### config.mk
export PLATFORM = sky130hd
export DESIGN_NAME = servo_bus_command_framer_top
export DESIGN_NICKNAME = d
export VERILOG_FILES = /design/src/rtl/core/sbcf_pkg.sv /design/src/rtl/core/sbcf_ram.sv /design/src/rtl/core/servo_bus_command_framer_top.sv
export VERILOG_INCLUDE_DIRS = /design/src /design/src/rtl/core
export SDC_FILE = /design/constraint.sdc
export NUM_CORES = 1
export LEC_CHECK = 0
export BUFFER_PORTS_ARGS = -buffer_cell sky130_fd_sc_hd__buf_2
export CAP_MARGIN = 20
export CORE_MARGIN = 3
export CORE_UTILIZATION = 24
export CTS_CLUSTER_SIZE = 28
export DETAILED_ROUTE_END_ITERATION = 6
export GPL_ROUTABILITY_DRIVEN = 0
export GPL_TIMING_DRIVEN = 0
export SLEW_MARGIN = 15
export SYNTH_ARGS = -nofsm -noshare
export SYNTH_HDL_FRONTEND = slang
export SYNTH_SLANG_ARGS = --single-unit
### constraint.sdc
create_clock -name clock -period 7.9 [get_ports clock]
set_input_delay 0.79 -clock clock [delete_from_list [all_inputs] [get_ports clock]]
set_output_delay 0.79 -clock clock [all_outputs]
set_load 0.005 [all_outputs]
### src/rtl/core/servo_bus_command_framer_top_defines.svh
// ----------------------------------------------------------------------------
// Servo bus command framer: assertion macros
// Shared concurrent assertion helpers for the framer RTL.
// ----------------------------------------------------------------------------
`ifndef SERVO_BUS_COMMAND_FRAMER_TOP_DEFINES_SVH
`define SERVO_BUS_COMMAND_FRAMER_TOP_DEFINES_SVH

// same-cycle implication, checked outside reset
`define SBCF_ASSERT_NOW(lbl, clk, rst, ante, cons, msg) \
   lbl: assert property (@(posedge clk) disable iff (rst) (ante) |-> (cons)) \
      else $error(msg);

// next-cycle implication, checked outside reset
`define SBCF_ASSERT_NEXT(lbl, clk, rst, ante, cons, msg) \
   lbl: assert property (@(posedge clk) disable iff (rst) (ante) |=> (cons)) \
      else $error(msg);

`endif

### src/rtl/core/sbcf_pkg.sv
// ----------------------------------------------------------------------------
// sbcf_pkg
// Beat types, command codes and frame constants of the servo bus framer.
// ----------------------------------------------------------------------------
package sbcf_pkg;

   // command codes
   localparam logic [2:0] CMD_POS_WRITE  = 3'd0;
   localparam logic [2:0] CMD_LOAD_SLOT  = 3'd1;
   localparam logic [2:0] CMD_SYNC_WRITE = 3'd2;
   localparam logic [2:0] CMD_TORQUE     = 3'd3;
   localparam logic [2:0] CMD_SET_ID     = 3'd4;
   localparam logic [2:0] CMD_READ_ANGLE = 3'd5;

   // frame bytes
   localparam logic [7:0] HDR_BYTE      = 8'hFF;
   localparam logic [7:0] BCAST_ID      = 8'hFE;
   localparam logic [7:0] LEN_POS       = 8'h07;
   localparam logic [7:0] LEN_SHORT     = 8'h04;
   localparam logic [7:0] INS_WRITE     = 8'h03;
   localparam logic [7:0] INS_READ      = 8'h02;
   localparam logic [7:0] INS_SYNC      = 8'h83;
   localparam logic [7:0] REG_POS       = 8'h2A;
   localparam logic [7:0] REG_TORQUE    = 8'h28;
   localparam logic [7:0] REG_ID        = 8'h05;
   localparam logic [7:0] REG_ANGLE     = 8'h38;
   localparam logic [7:0] READ_LEN      = 8'h02;
   localparam logic [7:0] SYNC_DATA_LEN = 8'h04;
   localparam logic [7:0] MAX_SERVO_ID  = 8'd250;

   // checksum index of the position and short frames
   localparam int POS_LAST_IDX   = 10;
   localparam int SHORT_LAST_IDX = 7;

   localparam int CSR_DATA_W = 12;

   typedef struct packed {
      logic [2:0]  command;
      logic [7:0]  servo_id;
      logic [11:0] position;
      logic [15:0] move_time;
      logic [2:0]  slot;
      logic        enable;
   } req_type;

   typedef struct packed {
      logic [7:0] frame_byte;
      logic       last;
   } rsp_type;

endpackage

### src/rtl/core/sbcf_ram.sv
// ----------------------------------------------------------------------------
// sbcf_ram
// Generic single-write, single-read RAM with a registered read port.
// ----------------------------------------------------------------------------
module sbcf_ram #(
   parameter int WIDTH = 12,
   parameter int DEPTH = 6
) (
   input  logic                     clock,
   input  logic                     wr_en,
   input  logic [$clog2(DEPTH)-1:0] wr_addr,
   input  logic [WIDTH-1:0]         wr_data,
   input  logic [$clog2(DEPTH)-1:0] rd_addr,
   output logic [WIDTH-1:0]         rd_data
);

   logic [WIDTH-1:0] mem_ff [DEPTH];
   logic [WIDTH-1:0] rd_data_ff;

   always_ff @(posedge clock) begin
      if (wr_en) begin
         mem_ff[wr_addr] <= wr_data;
      end
      rd_data_ff <= mem_ff[rd_addr];
   end

   assign rd_data = rd_data_ff;

endmodule

### src/rtl/core/servo_bus_command_framer_top.sv
// ----------------------------------------------------------------------------
// servo_bus_command_framer_top
// Builds serial bus servo command frames, one byte per output beat.
// ----------------------------------------------------------------------------
// A command is taken only while the framer is idle. It passes through
// decode (offset add and clamp), then the byte sequencer pushes one frame
// byte per cycle into the output register as long as rsp_stall stays low:
// 11 bytes for a position write, 38 for a sync write and 8 for torque, set-id
// and angle read. A sync slot load and any dropped command emit nothing.
// The six sync positions live in a small RAM; slots never loaded since reset
// read as the center position. The next command may be taken while the
// last byte of a frame still waits in the output register.
`include "servo_bus_command_framer_top_defines.svh"

module servo_bus_command_framer_top
   import sbcf_pkg::*;
#(
   parameter int NUM_SERVOS      = 6,
   parameter int CENTER_POSITION = 2000
) (
   input  logic                               clock,
   input  logic                               reset,
   // command channel
   input  logic                               req_valid,
   output logic                               req_stall,
   input  req_type                            req,
   // frame byte channel
   output logic                               rsp_valid,
   input  logic                               rsp_stall,
   output rsp_type                            rsp,
   // register write channel
   input  logic                               csr_valid,
   output logic                               csr_ready,
   input  logic [$clog2(NUM_SERVOS+2)-1:0]    csr_index,
   input  logic [CSR_DATA_W-1:0]              csr_data
);

   localparam int SLOT_W    = $clog2(NUM_SERVOS);
   localparam int CSR_IDX_W = $clog2(NUM_SERVOS + 2);
   localparam int SYNC_LAST = 7 + 5 * NUM_SERVOS;
   localparam int CNT_W     = $clog2(SYNC_LAST + 1);

   localparam logic [7:0]           SYNC_LEN    = 8'(5 * NUM_SERVOS + 4);
   localparam logic [11:0]          CENTER_VAL  = 12'(CENTER_POSITION);
   localparam logic [CSR_IDX_W-1:0] CSR_POS_MIN = CSR_IDX_W'(NUM_SERVOS);
   localparam logic [CSR_IDX_W-1:0] CSR_POS_MAX = CSR_IDX_W'(NUM_SERVOS + 1);

   localparam logic [1:0] ST_IDLE = 2'd0;
   localparam logic [1:0] ST_EXEC = 2'd1;
   localparam logic [1:0] ST_EMIT = 2'd2;

   // configuration registers
   logic signed [10:0] offset_ff [NUM_SERVOS];
   logic [11:0]        pos_min_ff;
   logic [11:0]        pos_max_ff;

   // control state
   logic [1:0]            state_ff,    state_in;
   logic [CNT_W-1:0]      cnt_ff,      cnt_in;
   logic [CNT_W-1:0]      last_idx_ff, last_idx_in;
   logic [2:0]            phase_ff,    phase_in;
   logic [SLOT_W-1:0]     slot_ff,     slot_in;
   logic [7:0]            sum_ff,      sum_in;
   logic [NUM_SERVOS-1:0] valid_ff,    valid_in;
   logic                  rsp_valid_ff, rsp_valid_in;

   // payload
   req_type     item_ff,  item_in;
   logic [11:0] pos_ff,   pos_in;
   rsp_type     rsp_ff,   rsp_in;

   // decode path
   logic              pos_cmd;
   logic [SLOT_W-1:0] off_idx;
   logic              off_hit;
   logic signed [10:0] off_val;
   logic signed [13:0] pos_sum;
   logic              above_max;
   logic              below_min;
   logic [11:0]       clamp_val;
   logic [11:0]       load_val;
   logic              slot_ok;
   logic              id_ok;

   // sequencer path
   logic              is_last;
   logic              out_load;
   logic [7:0]        frame_byte;
   logic [11:0]       sync_pos;
   logic [11:0]       ram_rd;
   logic              ram_we;

   // register write port, always ready
   assign csr_ready = 1'b1;

   always_ff @(posedge clock) begin
      if (reset) begin
         for (int i = 0; i < NUM_SERVOS; i++) begin
            offset_ff[i] <= '0;
         end
         pos_min_ff <= '0;
         pos_max_ff <= '1;
      end else if (csr_valid) begin
         if (csr_index < CSR_POS_MIN) begin
            offset_ff[csr_index[SLOT_W-1:0]] <= $signed(csr_data[10:0]);
         end else if (csr_index == CSR_POS_MIN) begin
            pos_min_ff <= csr_data;
         end else if (csr_index == CSR_POS_MAX) begin
            pos_max_ff <= csr_data;
         end
      end
   end

   // offset lookup, add and clamp
   assign pos_cmd = (item_ff.command == CMD_POS_WRITE);
   assign off_idx = pos_cmd ? (item_ff.servo_id[SLOT_W-1:0] - SLOT_W'(1))
                            : item_ff.slot[SLOT_W-1:0];
   assign off_hit = pos_cmd ? (item_ff.servo_id >= 8'd1 &&
                               item_ff.servo_id <= 8'(NUM_SERVOS))
                            : (item_ff.slot < 3'(NUM_SERVOS));
   assign off_val   = off_hit ? offset_ff[off_idx] : 11'sd0;
   assign pos_sum   = $signed({2'b00, item_ff.position}) + 14'(off_val);
   assign above_max = pos_sum > $signed({2'b00, pos_max_ff});
   assign below_min = pos_sum < $signed({2'b00, pos_min_ff});
   assign clamp_val = above_max ? pos_max_ff :
                      below_min ? pos_min_ff : pos_sum[11:0];
   assign load_val  = (above_max || below_min) ? CENTER_VAL : pos_sum[11:0];
   assign slot_ok   = (item_ff.slot < 3'(NUM_SERVOS));
   assign id_ok     = (item_ff.servo_id >= 8'd1 && item_ff.servo_id <= MAX_SERVO_ID);

   assign ram_we = (state_ff == ST_EXEC) && (item_ff.command == CMD_LOAD_SLOT) && slot_ok;

   // sync position store, read continuously at the current slot
   sbcf_ram #(
      .WIDTH (12),
      .DEPTH (NUM_SERVOS)
   ) u_sync_ram (
      .clock   (clock),
      .wr_en   (ram_we),
      .wr_addr (item_ff.slot[SLOT_W-1:0]),
      .wr_data (load_val),
      .rd_addr (slot_ff),
      .rd_data (ram_rd)
   );

   // unloaded slots read as center
   assign sync_pos = valid_ff[slot_ff] ? ram_rd : CENTER_VAL;

   assign is_last  = (cnt_ff == last_idx_ff);
   assign out_load = (state_ff == ST_EMIT) && (!rsp_valid_ff || !rsp_stall);

   // frame byte at the current count
   always_comb begin
      frame_byte = HDR_BYTE;
      if (is_last) begin
         frame_byte = ~sum_ff;
      end else if (cnt_ff >= CNT_W'(2)) begin
         unique case (item_ff.command)
            CMD_POS_WRITE: begin
               unique case (cnt_ff[3:0])
                  4'd2:    frame_byte = item_ff.servo_id;
                  4'd3:    frame_byte = LEN_POS;
                  4'd4:    frame_byte = INS_WRITE;
                  4'd5:    frame_byte = REG_POS;
                  4'd6:    frame_byte = {4'b0000, pos_ff[11:8]};
                  4'd7:    frame_byte = pos_ff[7:0];
                  4'd8:    frame_byte = item_ff.move_time[15:8];
                  default: frame_byte = item_ff.move_time[7:0];
               endcase
            end
            CMD_SYNC_WRITE: begin
               if (cnt_ff < CNT_W'(7)) begin
                  unique case (cnt_ff[2:0])
                     3'd2:    frame_byte = BCAST_ID;
                     3'd3:    frame_byte = SYNC_LEN;
                     3'd4:    frame_byte = INS_SYNC;
                     3'd5:    frame_byte = REG_POS;
                     default: frame_byte = SYNC_DATA_LEN;
                  endcase
               end else begin
                  unique case (phase_ff)
                     3'd0:    frame_byte = 8'(slot_ff) + 8'd1;
                     3'd1:    frame_byte = {4'b0000, sync_pos[11:8]};
                     3'd2:    frame_byte = sync_pos[7:0];
                     3'd3:    frame_byte = item_ff.move_time[15:8];
                     default: frame_byte = item_ff.move_time[7:0];
                  endcase
               end
            end
            CMD_TORQUE: begin
               unique case (cnt_ff[2:0])
                  3'd2:    frame_byte = BCAST_ID;
                  3'd3:    frame_byte = LEN_SHORT;
                  3'd4:    frame_byte = INS_WRITE;
                  3'd5:    frame_byte = REG_TORQUE;
                  default: frame_byte = {7'd0, item_ff.enable};
               endcase
            end
            CMD_SET_ID: begin
               unique case (cnt_ff[2:0])
                  3'd2:    frame_byte = BCAST_ID;
                  3'd3:    frame_byte = LEN_SHORT;
                  3'd4:    frame_byte = INS_WRITE;
                  3'd5:    frame_byte = REG_ID;
                  default: frame_byte = item_ff.servo_id;
               endcase
            end
            CMD_READ_ANGLE: begin
               unique case (cnt_ff[2:0])
                  3'd2:    frame_byte = item_ff.servo_id;
                  3'd3:    frame_byte = LEN_SHORT;
                  3'd4:    frame_byte = INS_READ;
                  3'd5:    frame_byte = REG_ANGLE;
                  default: frame_byte = READ_LEN;
               endcase
            end
            default: frame_byte = HDR_BYTE;
         endcase
      end
   end

   // sequencer next state
   always_comb begin
      state_in     = state_ff;
      cnt_in       = cnt_ff;
      last_idx_in  = last_idx_ff;
      phase_in     = phase_ff;
      slot_in      = slot_ff;
      sum_in       = sum_ff;
      valid_in     = valid_ff;
      item_in      = item_ff;
      pos_in       = pos_ff;
      rsp_in       = rsp_ff;
      rsp_valid_in = rsp_valid_ff;

      // output register drains independently
      if (!rsp_stall) begin
         rsp_valid_in = 1'b0;
      end

      unique case (state_ff)
         ST_IDLE: begin
            if (req_valid) begin
               item_in  = req;
               state_in = ST_EXEC;
            end
         end
         ST_EXEC: begin
            cnt_in   = '0;
            phase_in = '0;
            slot_in  = '0;
            sum_in   = '0;
            pos_in   = clamp_val;
            state_in = ST_IDLE;
            unique case (item_ff.command)
               CMD_POS_WRITE: begin
                  last_idx_in = CNT_W'(POS_LAST_IDX);
                  state_in    = ST_EMIT;
               end
               CMD_LOAD_SLOT: begin
                  if (slot_ok) begin
                     valid_in[item_ff.slot[SLOT_W-1:0]] = 1'b1;
                  end
               end
               CMD_SYNC_WRITE: begin
                  last_idx_in = CNT_W'(SYNC_LAST);
                  state_in    = ST_EMIT;
               end
               CMD_TORQUE, CMD_READ_ANGLE: begin
                  last_idx_in = CNT_W'(SHORT_LAST_IDX);
                  state_in    = ST_EMIT;
               end
               CMD_SET_ID: begin
                  if (id_ok) begin
                     last_idx_in = CNT_W'(SHORT_LAST_IDX);
                     state_in    = ST_EMIT;
                  end
               end
               default: state_in = ST_IDLE;
            endcase
         end
         ST_EMIT: begin
            if (out_load) begin
               rsp_in.frame_byte = frame_byte;
               rsp_in.last       = is_last;
               rsp_valid_in      = 1'b1;
               cnt_in            = cnt_ff + CNT_W'(1);
               if (cnt_ff >= CNT_W'(2) && !is_last) begin
                  sum_in = sum_ff + frame_byte;
               end
               // per-servo group walk of the sync frame
               if (item_ff.command == CMD_SYNC_WRITE && cnt_ff >= CNT_W'(7)) begin
                  if (phase_ff == 3'd4) begin
                     phase_in = '0;
                     slot_in  = slot_ff + SLOT_W'(1);
                  end else begin
                     phase_in = phase_ff + 3'd1;
                  end
               end
               if (is_last) begin
                  state_in = ST_IDLE;
               end
            end
         end
         default: state_in = ST_IDLE;
      endcase
   end

   always_ff @(posedge clock) begin
      if (reset) begin
         state_ff     <= ST_IDLE;
         cnt_ff       <= '0;
         last_idx_ff  <= '0;
         phase_ff     <= '0;
         slot_ff      <= '0;
         sum_ff       <= '0;
         valid_ff     <= '0;
         rsp_valid_ff <= 1'b0;
      end else begin
         state_ff     <= state_in;
         cnt_ff       <= cnt_in;
         last_idx_ff  <= last_idx_in;
         phase_ff     <= phase_in;
         slot_ff      <= slot_in;
         sum_ff       <= sum_in;
         valid_ff     <= valid_in;
         rsp_valid_ff <= rsp_valid_in;
      end
   end

   always_ff @(posedge clock) begin
      item_ff <= item_in;
      pos_ff  <= pos_in;
      rsp_ff  <= rsp_in;
   end

   assign req_stall = (state_ff != ST_IDLE);
   assign rsp_valid = rsp_valid_ff;
   assign rsp       = rsp_ff;

   // checks
   `SBCF_ASSERT_NEXT(a_accept_decodes, clock, reset, req_valid && !req_stall, state_ff == ST_EXEC, "accepted command did not enter decode")
   `SBCF_ASSERT_NOW(a_cnt_bound, clock, reset, state_ff == ST_EMIT, cnt_ff <= last_idx_ff, "byte count ran past frame end")
   `SBCF_ASSERT_NOW(a_ram_we_exec, clock, reset, ram_we, state_ff == ST_EXEC, "sync store written outside decode")
   `SBCF_ASSERT_NOW(a_phase_bound, clock, reset, state_ff == ST_EMIT, phase_ff <= 3'd4, "sync group phase out of range")
   `SBCF_ASSERT_NEXT(a_last_beat, clock, reset, out_load && is_last, rsp_valid && rsp.last && state_ff == ST_IDLE, "frame end not flagged on last beat")

endmodule
## Word-level counts from Yosys, hierarchy flattened

Memory sizes are Yosys's and may differ from the RTL's. A register that Yosys moved wholly into a read port is not among the register bits.
Cells that the tools add are included.

| word-level totals | value |
|---|---|
| output and inout bits | 12 |
| word-level logic and storage cells | 166 |
| bits in writable memories | 138 |
| flip-flop bits (word level) | 123 |
| input bits | 63 |
| memories kept | 2 |

Memory list:

| memory | words | bits a word | read ports | clocked after memory_dff | write ports | line | source |
|---|---|---|---|---|---|---|---|
| u_sync_ram.mem_ff | 6 | 12 | 1 | 1 | 1 | sbcf_ram.sv:17 | `logic [WIDTH-1:0] mem_ff [DEPTH];` |
| offset_ff | 6 | 11 | 1 | 0 | 6 | servo_bus_command_framer_top.sv:53 | `logic signed [10:0] offset_ff [NUM_SERVOS];` |

| operators by class | value |
|---|---|
| bitwise gates (word level) | 4 |
| equality and inequality tests | 32 |
| add/sub/neg operators | 7 |
| order comparisons | 13 |
| reductions and logical operators | 33 |
| mux-type cells | 56 |

Operator list:

| cell | count |
|---|---|
| $pmux 8 s4 | 4 |
| $pmux 8 s7 | 1 |
| $mux 12 | 4 |
| $mux 8 | 5 |
| $pmux 8 s5 | 1 |
| $mux 3 | 8 |
| $pmux 6 s4 | 1 |
| $pmux 8 s3 | 1 |
| $mux 11 | 2 |
| $eq 3x3->1 const B | 7 |
| $eq 3x2->1 const B | 6 |
| $reduce_and 3->1 | 6 |
| $eq 4x3->1 const B | 4 |
| $pmux 8 s2 | 1 |
| $mux 1 | 15 |
| $add 13x11->14 | 1 |
| $gt 14x13->1 | 1 |
| $lt 14x13->1 | 1 |
| $mux 6 | 2 |
| $pmux 3 s2 | 2 |
| $pmux 6 s2 | 1 |
| $reduce_or 11->1 | 1 |
| $add 8x8->8 | 1 |
| $eq 4x2->1 const B | 2 |
| other kinds (39) | 67 |

## Depth between registers and ports, before layout

| logic depth | value |
|---|---|
| word-level depth | 12 |
| gate-level depth with buffers | 33 |
| depth with buffers taken out | 28 |

## Hierarchy

Synthesis repeated with hierarchy kept, for this count alone.

| unflattened totals | value |
|---|---|
| cells, all modules | 1322 |
| area total of the unflattened synthesis | 14355.0 um^2 |

By module, submodules not included:

| module | cells each | instances | area each (um^2) | seq. area each (um^2) |
|---|---|---|---|---|
| servo_bus_command_framer_top | 1159 | 1 | 11300.8 | 5705.5 |
| sbcf_ram | 163 | 1 | 3054.2 | 2402.3 |

## Least setup slack after synthesis

OpenSTA, ideal clock, no wires.

| timing path | value |
|---|---|
| path type | register -> register |
| start | reg item_ff[32] (netlist bit) |
| end | reg pos_ff[0], data pin |
| data arrival time | 5.714 ns |
| stages on the path, launching flop included | 31 |
| path slack | 1.916 ns |
| buffers on the path | 5 |
| required time | 7.630 ns |
| period minus slack after synthesis | 5.984 ns |
| setup time | 0.270 ns |
| path through | edfxtp_1 -> clkbuf_1 -> inv_1 -> ha_1 -> nor4_1 -> or2_1 -> clkbuf_1 -> clkbuf_1 -> clkbuf_1 -> nand2_1 -> a311oi_1 -> a31oi_1 -> nor2_1 -> ha_1 -> inv_1 -> fa_1 -> nor2b_1 -> o31ai_1 -> nand2_1 -> a21o_1 -> a21oi_1 -> xnor2_1 -> ha_1 -> a21o_1 -> a2111oi_0 -> o21ai_0 -> a211oi_1 -> a211o_2 -> buf_6 -> mux2i_1 -> a21oi_1 |

| on the way | value |
|---|---|
| cells in the longest elaborated chain, start to end | 8 |
| elaborated cells between the ends (all ways) | 13 |
| classes of those cells | add/sub: 2; order compare: 4; mux: 5; reduce/logical: 1; memory: 1 |

RTL lines:

| element | line | source |
|---|---|---|
| start: declaration | servo_bus_command_framer_top.sv:68 | `req_type item_ff, item_in;` |
| start signal: assignment | servo_bus_command_framer_top.sv:332 | `item_ff <= item_in;` |
| $sub 3x1->3 (tied with other cells) | servo_bus_command_framer_top.sv:116 | `assign off_idx = pos_cmd ? (item_ff.servo_id[SLOT_W-1:0] - SLOT_W'(1))` |
| $mux 3 / $logic_and 1x1->1 (equally long branches) | servo_bus_command_framer_top.sv:116, servo_bus_command_framer_top.sv:118 |  |
| $mem_v2 6x11 / $mux 1 (equally long branches) | n/a |  |
| $mux 11 * | servo_bus_command_framer_top.sv:121 | `assign off_val = off_hit ? offset_ff[off_idx] : 11'sd0;` |
| $add 13x11->14 * | servo_bus_command_framer_top.sv:122 | `assign pos_sum = $signed({2'b00, item_ff.position}) + 14'(off_val);` |
| $lt 14x13->1 | servo_bus_command_framer_top.sv:124 | `assign below_min = pos_sum < $signed({2'b00, pos_min_ff});` |
| $mux 12 | servo_bus_command_framer_top.sv:126 | `below_min ? pos_min_ff : pos_sum[11:0];` |
| $mux 12 * | servo_bus_command_framer_top.sv:125 | `assign clamp_val = above_max ? pos_max_ff :` |
| net clamp_val[0] | servo_bus_command_framer_top.sv:80 | `logic [11:0] clamp_val;` |
| end signal: assignment | servo_bus_command_framer_top.sv:333 | `pos_ff <= pos_in;` |
| end: declaration | servo_bus_command_framer_top.sv:69 | `logic [11:0] pos_ff, pos_in;` |

The timed path passes the listed nets; every way through them passes the cells marked *.
A chain may end at the register's enable or synchronous reset.

## Final worst setup path

| timing path | value |
|---|---|
| start | reg item_ff[40] (netlist bit) |
| end | mem u_sync_ram.mem_ff[3][5], data pin |

| on the way | value |
|---|---|
| cells in the longest elaborated chain, start to end | 8 |
| elaborated cells between the ends (all ways) | 10 |
| classes of those cells | add/sub: 1; order compare: 2; mux: 4; reduce/logical: 2; memory: 1 |

RTL lines:

| element | line | source |
|---|---|---|
| $logic_not 3->1 * | servo_bus_command_framer_top.sv:115 | `assign pos_cmd = (item_ff.command == CMD_POS_WRITE);` |
| $mux 3 | servo_bus_command_framer_top.sv:116 |  |
| $mem_v2 6x11 | n/a |  |
| $mux 11 * | servo_bus_command_framer_top.sv:121 |  |
| $add 13x11->14 * | servo_bus_command_framer_top.sv:122 |  |
| $gt 14x13->1 / $lt 14x13->1 (equally long branches) | servo_bus_command_framer_top.sv:123, servo_bus_command_framer_top.sv:124 |  |
| $logic_or 1x1->1 | servo_bus_command_framer_top.sv:127 | `assign load_val = (above_max \|\| below_min) ? CENTER_VAL : pos_sum[11:0];` |
| $mux 12 * | servo_bus_command_framer_top.sv:127 |  |
| net load_val[5] | servo_bus_command_framer_top.sv:81 | `logic [11:0] load_val;` |
| end: declaration | sbcf_ram.sv:17 |  |

Marks and branches as above.

==> flow_summary.yaml <==
run_status:
  status: "complete, no violations"
sta:
  finalSetupViolations: 0
  skew_ps: 38.3
  fin_ws_ps: 592
  min_period_ps: 7310
  rsz0062_at_grt: "no"
  slew_violations: 0
  hold_violations: 0
  worst_pin_slew_ps: 1010
  max_slew_margin_pct: 30.9
  fin_crit_sh_pct: 92.5
  max_freq_mhz: 137
place:
  io_buffers: 73
  place_worst_setup_slack_ps: -1.86
  hpwl_mm: 30.4
cells_and_area:
  layout_commonest_cell: "edfxtp_1"
  fin_nets: 1585
  drive_gt1_share_pct: 12.5
  diodes: 0
  fill_cells: 6071
  synthToLayoutAreaGrowth_pct: 18.7
  layout_common_cells: "edfxtp_1, nand2_1, nor2_1"
power:
  leakage_uw: 0.00624
  p_per_area_mw_per_mm2: 248
  power_uw: 4210
  ir_drop_v: 0.000149
yosys:
  yosys_warnings: 0
  ys_seq_elements: 293
  syn_avg_cell_area_sq_um: 10.8
  netlist_instances: 1324
  synthAdderAreaFrac_pct: 5.26
  ys_seq_area_share_pct: 56.6
  synth-edff-count: 224
  synth_area_sq_mm: 0.0143
  ys.flop_type: "edfxtp_1"
  synth_compound_area_share_pct: 12.4
  async_flop_share_pct: 0
  synth-xor-area-share_pct: 1.41
  synth-simple-area-share_pct: 15.8
  synth.distinct_cells: 76
  synth_top_family_by_area: "simple AND/OR/NAND/NOR gates"
  muxShareOfSynthArea_pct: 4.65
critical_path:
  cp_max_fo: 10
  cpMostUsedCell: "clkbuf_1"
  cp.depth: 26
  cp_top_family: "compound AO/OA/AOI/OAI gates"
  cp_slowest_cell: "nor3_4"
  crit_required_ps: 8160
  crit_buf_inv: 6
  worst-setup-path-type: "reg -> reg"
  crit_start: "item_ff[40]$_DFFE_PP_"
  endpoint: "u_sync_ram.mem_ff[3][5]$_DFFE_PP_"
  rr_endpoint: "u_sync_ram.mem_ff[3][5]$_DFFE_PP_"
  rrSetupSlack_ps: 590
  cp.arrival_ps: 7570
  rr_worst_depth: 26
  critPathCaptureType: "register"
  start_kind: "register"
  rr_startpoint: "item_ff[40]$_DFFE_PP_"
  slowest_delay_ps: 530
global_route:
  grt_pass1_wl_mm: 62.3
  grt_pass1_vias: 10700
  grt-ovfl-total: 0
  antenna_found_initial: 0
  grt_usage_pct: 12.7
  grt_max_degree: 26
routing:
  viasPerCell: 4.79
  dr_total_vias: 10800
  route.detailed.drc: 0
  drt-initial-drc-count: 1071
  drt_first_pass_iters: 7
  wirelength_mm: 40.5
  ant_nets: 0
  wire_per_inst_um: 18.0
clock_tree:
  cts.clk_slew.worst_paths_ps: 50
  cts_tree: "yes"
  cts-htree-levels: 2
  cts_num_sinks: 293
  root_buffer: "clkbuf_16"
  cts_buffers: 35
  clk_latency_ps: 560
  cts_hold_buf: 0
  clock_path_buffers: 3
floorplan:
  start_util_pct: 24.5
  ios: 75
  std_cell_rows: 88
  die-area_sq_mm: 0.0626
  die_y_um: 250
  dieWidth_um: 250
  design.core.area_sq_mm: 0.0584
hold_path:
  min_path_type: "in -> reg"
  min_from: "req[42]"
run:
  cap_violations: 0
[worst min path at each step]
stage / endpoint / cells after the start
global route: item_ff[42]$_DFFE_PP_ / 1
detailed placement: valid_ff[4]$_SDFFE_PP0P_ / 2
finish: item_ff[42]$_DFFE_PP_ / 1
global placement: valid_ff[1]$_SDFFE_PP0P_ / 2
floorplan: valid_ff[4]$_SDFFE_PP0P_ / 2
CTS: item_ff[42]$_DFFE_PP_ / 1
[through the flow]
step                utilization [%]  cells  setup TNS [ps]  hold WS [ps]  cell area [sq um]
floorplan                         -   1345               0           435              14400
global placement               26.9   2183               0           449              15700
detailed placement             27.1   2188           -1.86           452              15800
CTS                            29.0   2252               0           371              16900
global route                   29.1   2255               0           388              17000
finish                         29.1   2255               0           414              17000
[Yosys cell counts, types with 15 or more instances]
| cell | n | area [sq um] |
|---|---|---|
| nor3_1 | 15 | 75.1 |
| clkbuf_1 | 54 | 203 |
| nand2_1 | 172 | 646 |
| edfxtp_1 | 224 | 6730 |
| and2_1 | 18 | 113 |
| a31oi_1 | 18 | 113 |
| o21ai_0 | 33 | 165 |
| nor2_1 | 152 | 571 |
| inv_1 | 65 | 244 |
| dfxtp_1 | 69 | 1380 |
| nand3_1 | 49 | 245 |
| mux2i_1 | 32 | 320 |
| nand2b_1 | 22 | 138 |
| ha_1 | 57 | 713 |
| a21oi_1 | 94 | 470 |
[repair_timing]
item	in CTS	in global routing
buffers inserted	0	4
resized for setup	1	10
endpoints found under the setup margin	4	84
[power by group]
group	internal (uW)	total [uW]	leakage, uW	switching [uW]
Clock	946	1610	0.000561	663
Sequential	1810	1840	0.00264	36.9
Combinational	258	753	0.00304	495
Total	3010	4210	0.00624	1200
[sequential cells by signal (all words and copies together), names as in the netlist, 8 cells and up]
register and count:
offset_ff 88, pos_ff 12, sum_ff 8, item_ff 43
u_sync_ram.mem_ff 72, u_sync_ram.rd_data 12, pos_max_ff 12, rsp 9
pos_min_ff 12
[cell families after synthesis]
logic type	count (synthesis)
buf+inv	137
mux	49
xor+xnor	23
flops	293
fa+ha+maj	59
simple gates	497
other cells	2
compound gates	264
[layout make-up]
class / instances / area (sq um) / share of cell area (%)
buffer: 69 / 288 / 1.69
sequential: 293 / 8110 / 47.7
multi-input combinational: 915 / 5780 / 34.0
clock buffer: 48 / 976 / 5.75
clock inverter: 16 / 170 / 1.00
inverter: 67 / 251 / 1.48
timing repair buffer: 82 / 453 / 2.67
tap: 765 / 957 / 5.64
[layer usage]
metal	up-vias	GRT usage, %	share of wire, %
li1	5081	-	-
met1	5246	17.4	45
met2	397	20.3	46
met3	84	2.23	6.4
met4	0	4.43	3.2
met5	-	0	0
No activity file was read; power rests on OpenSTA's default activity.
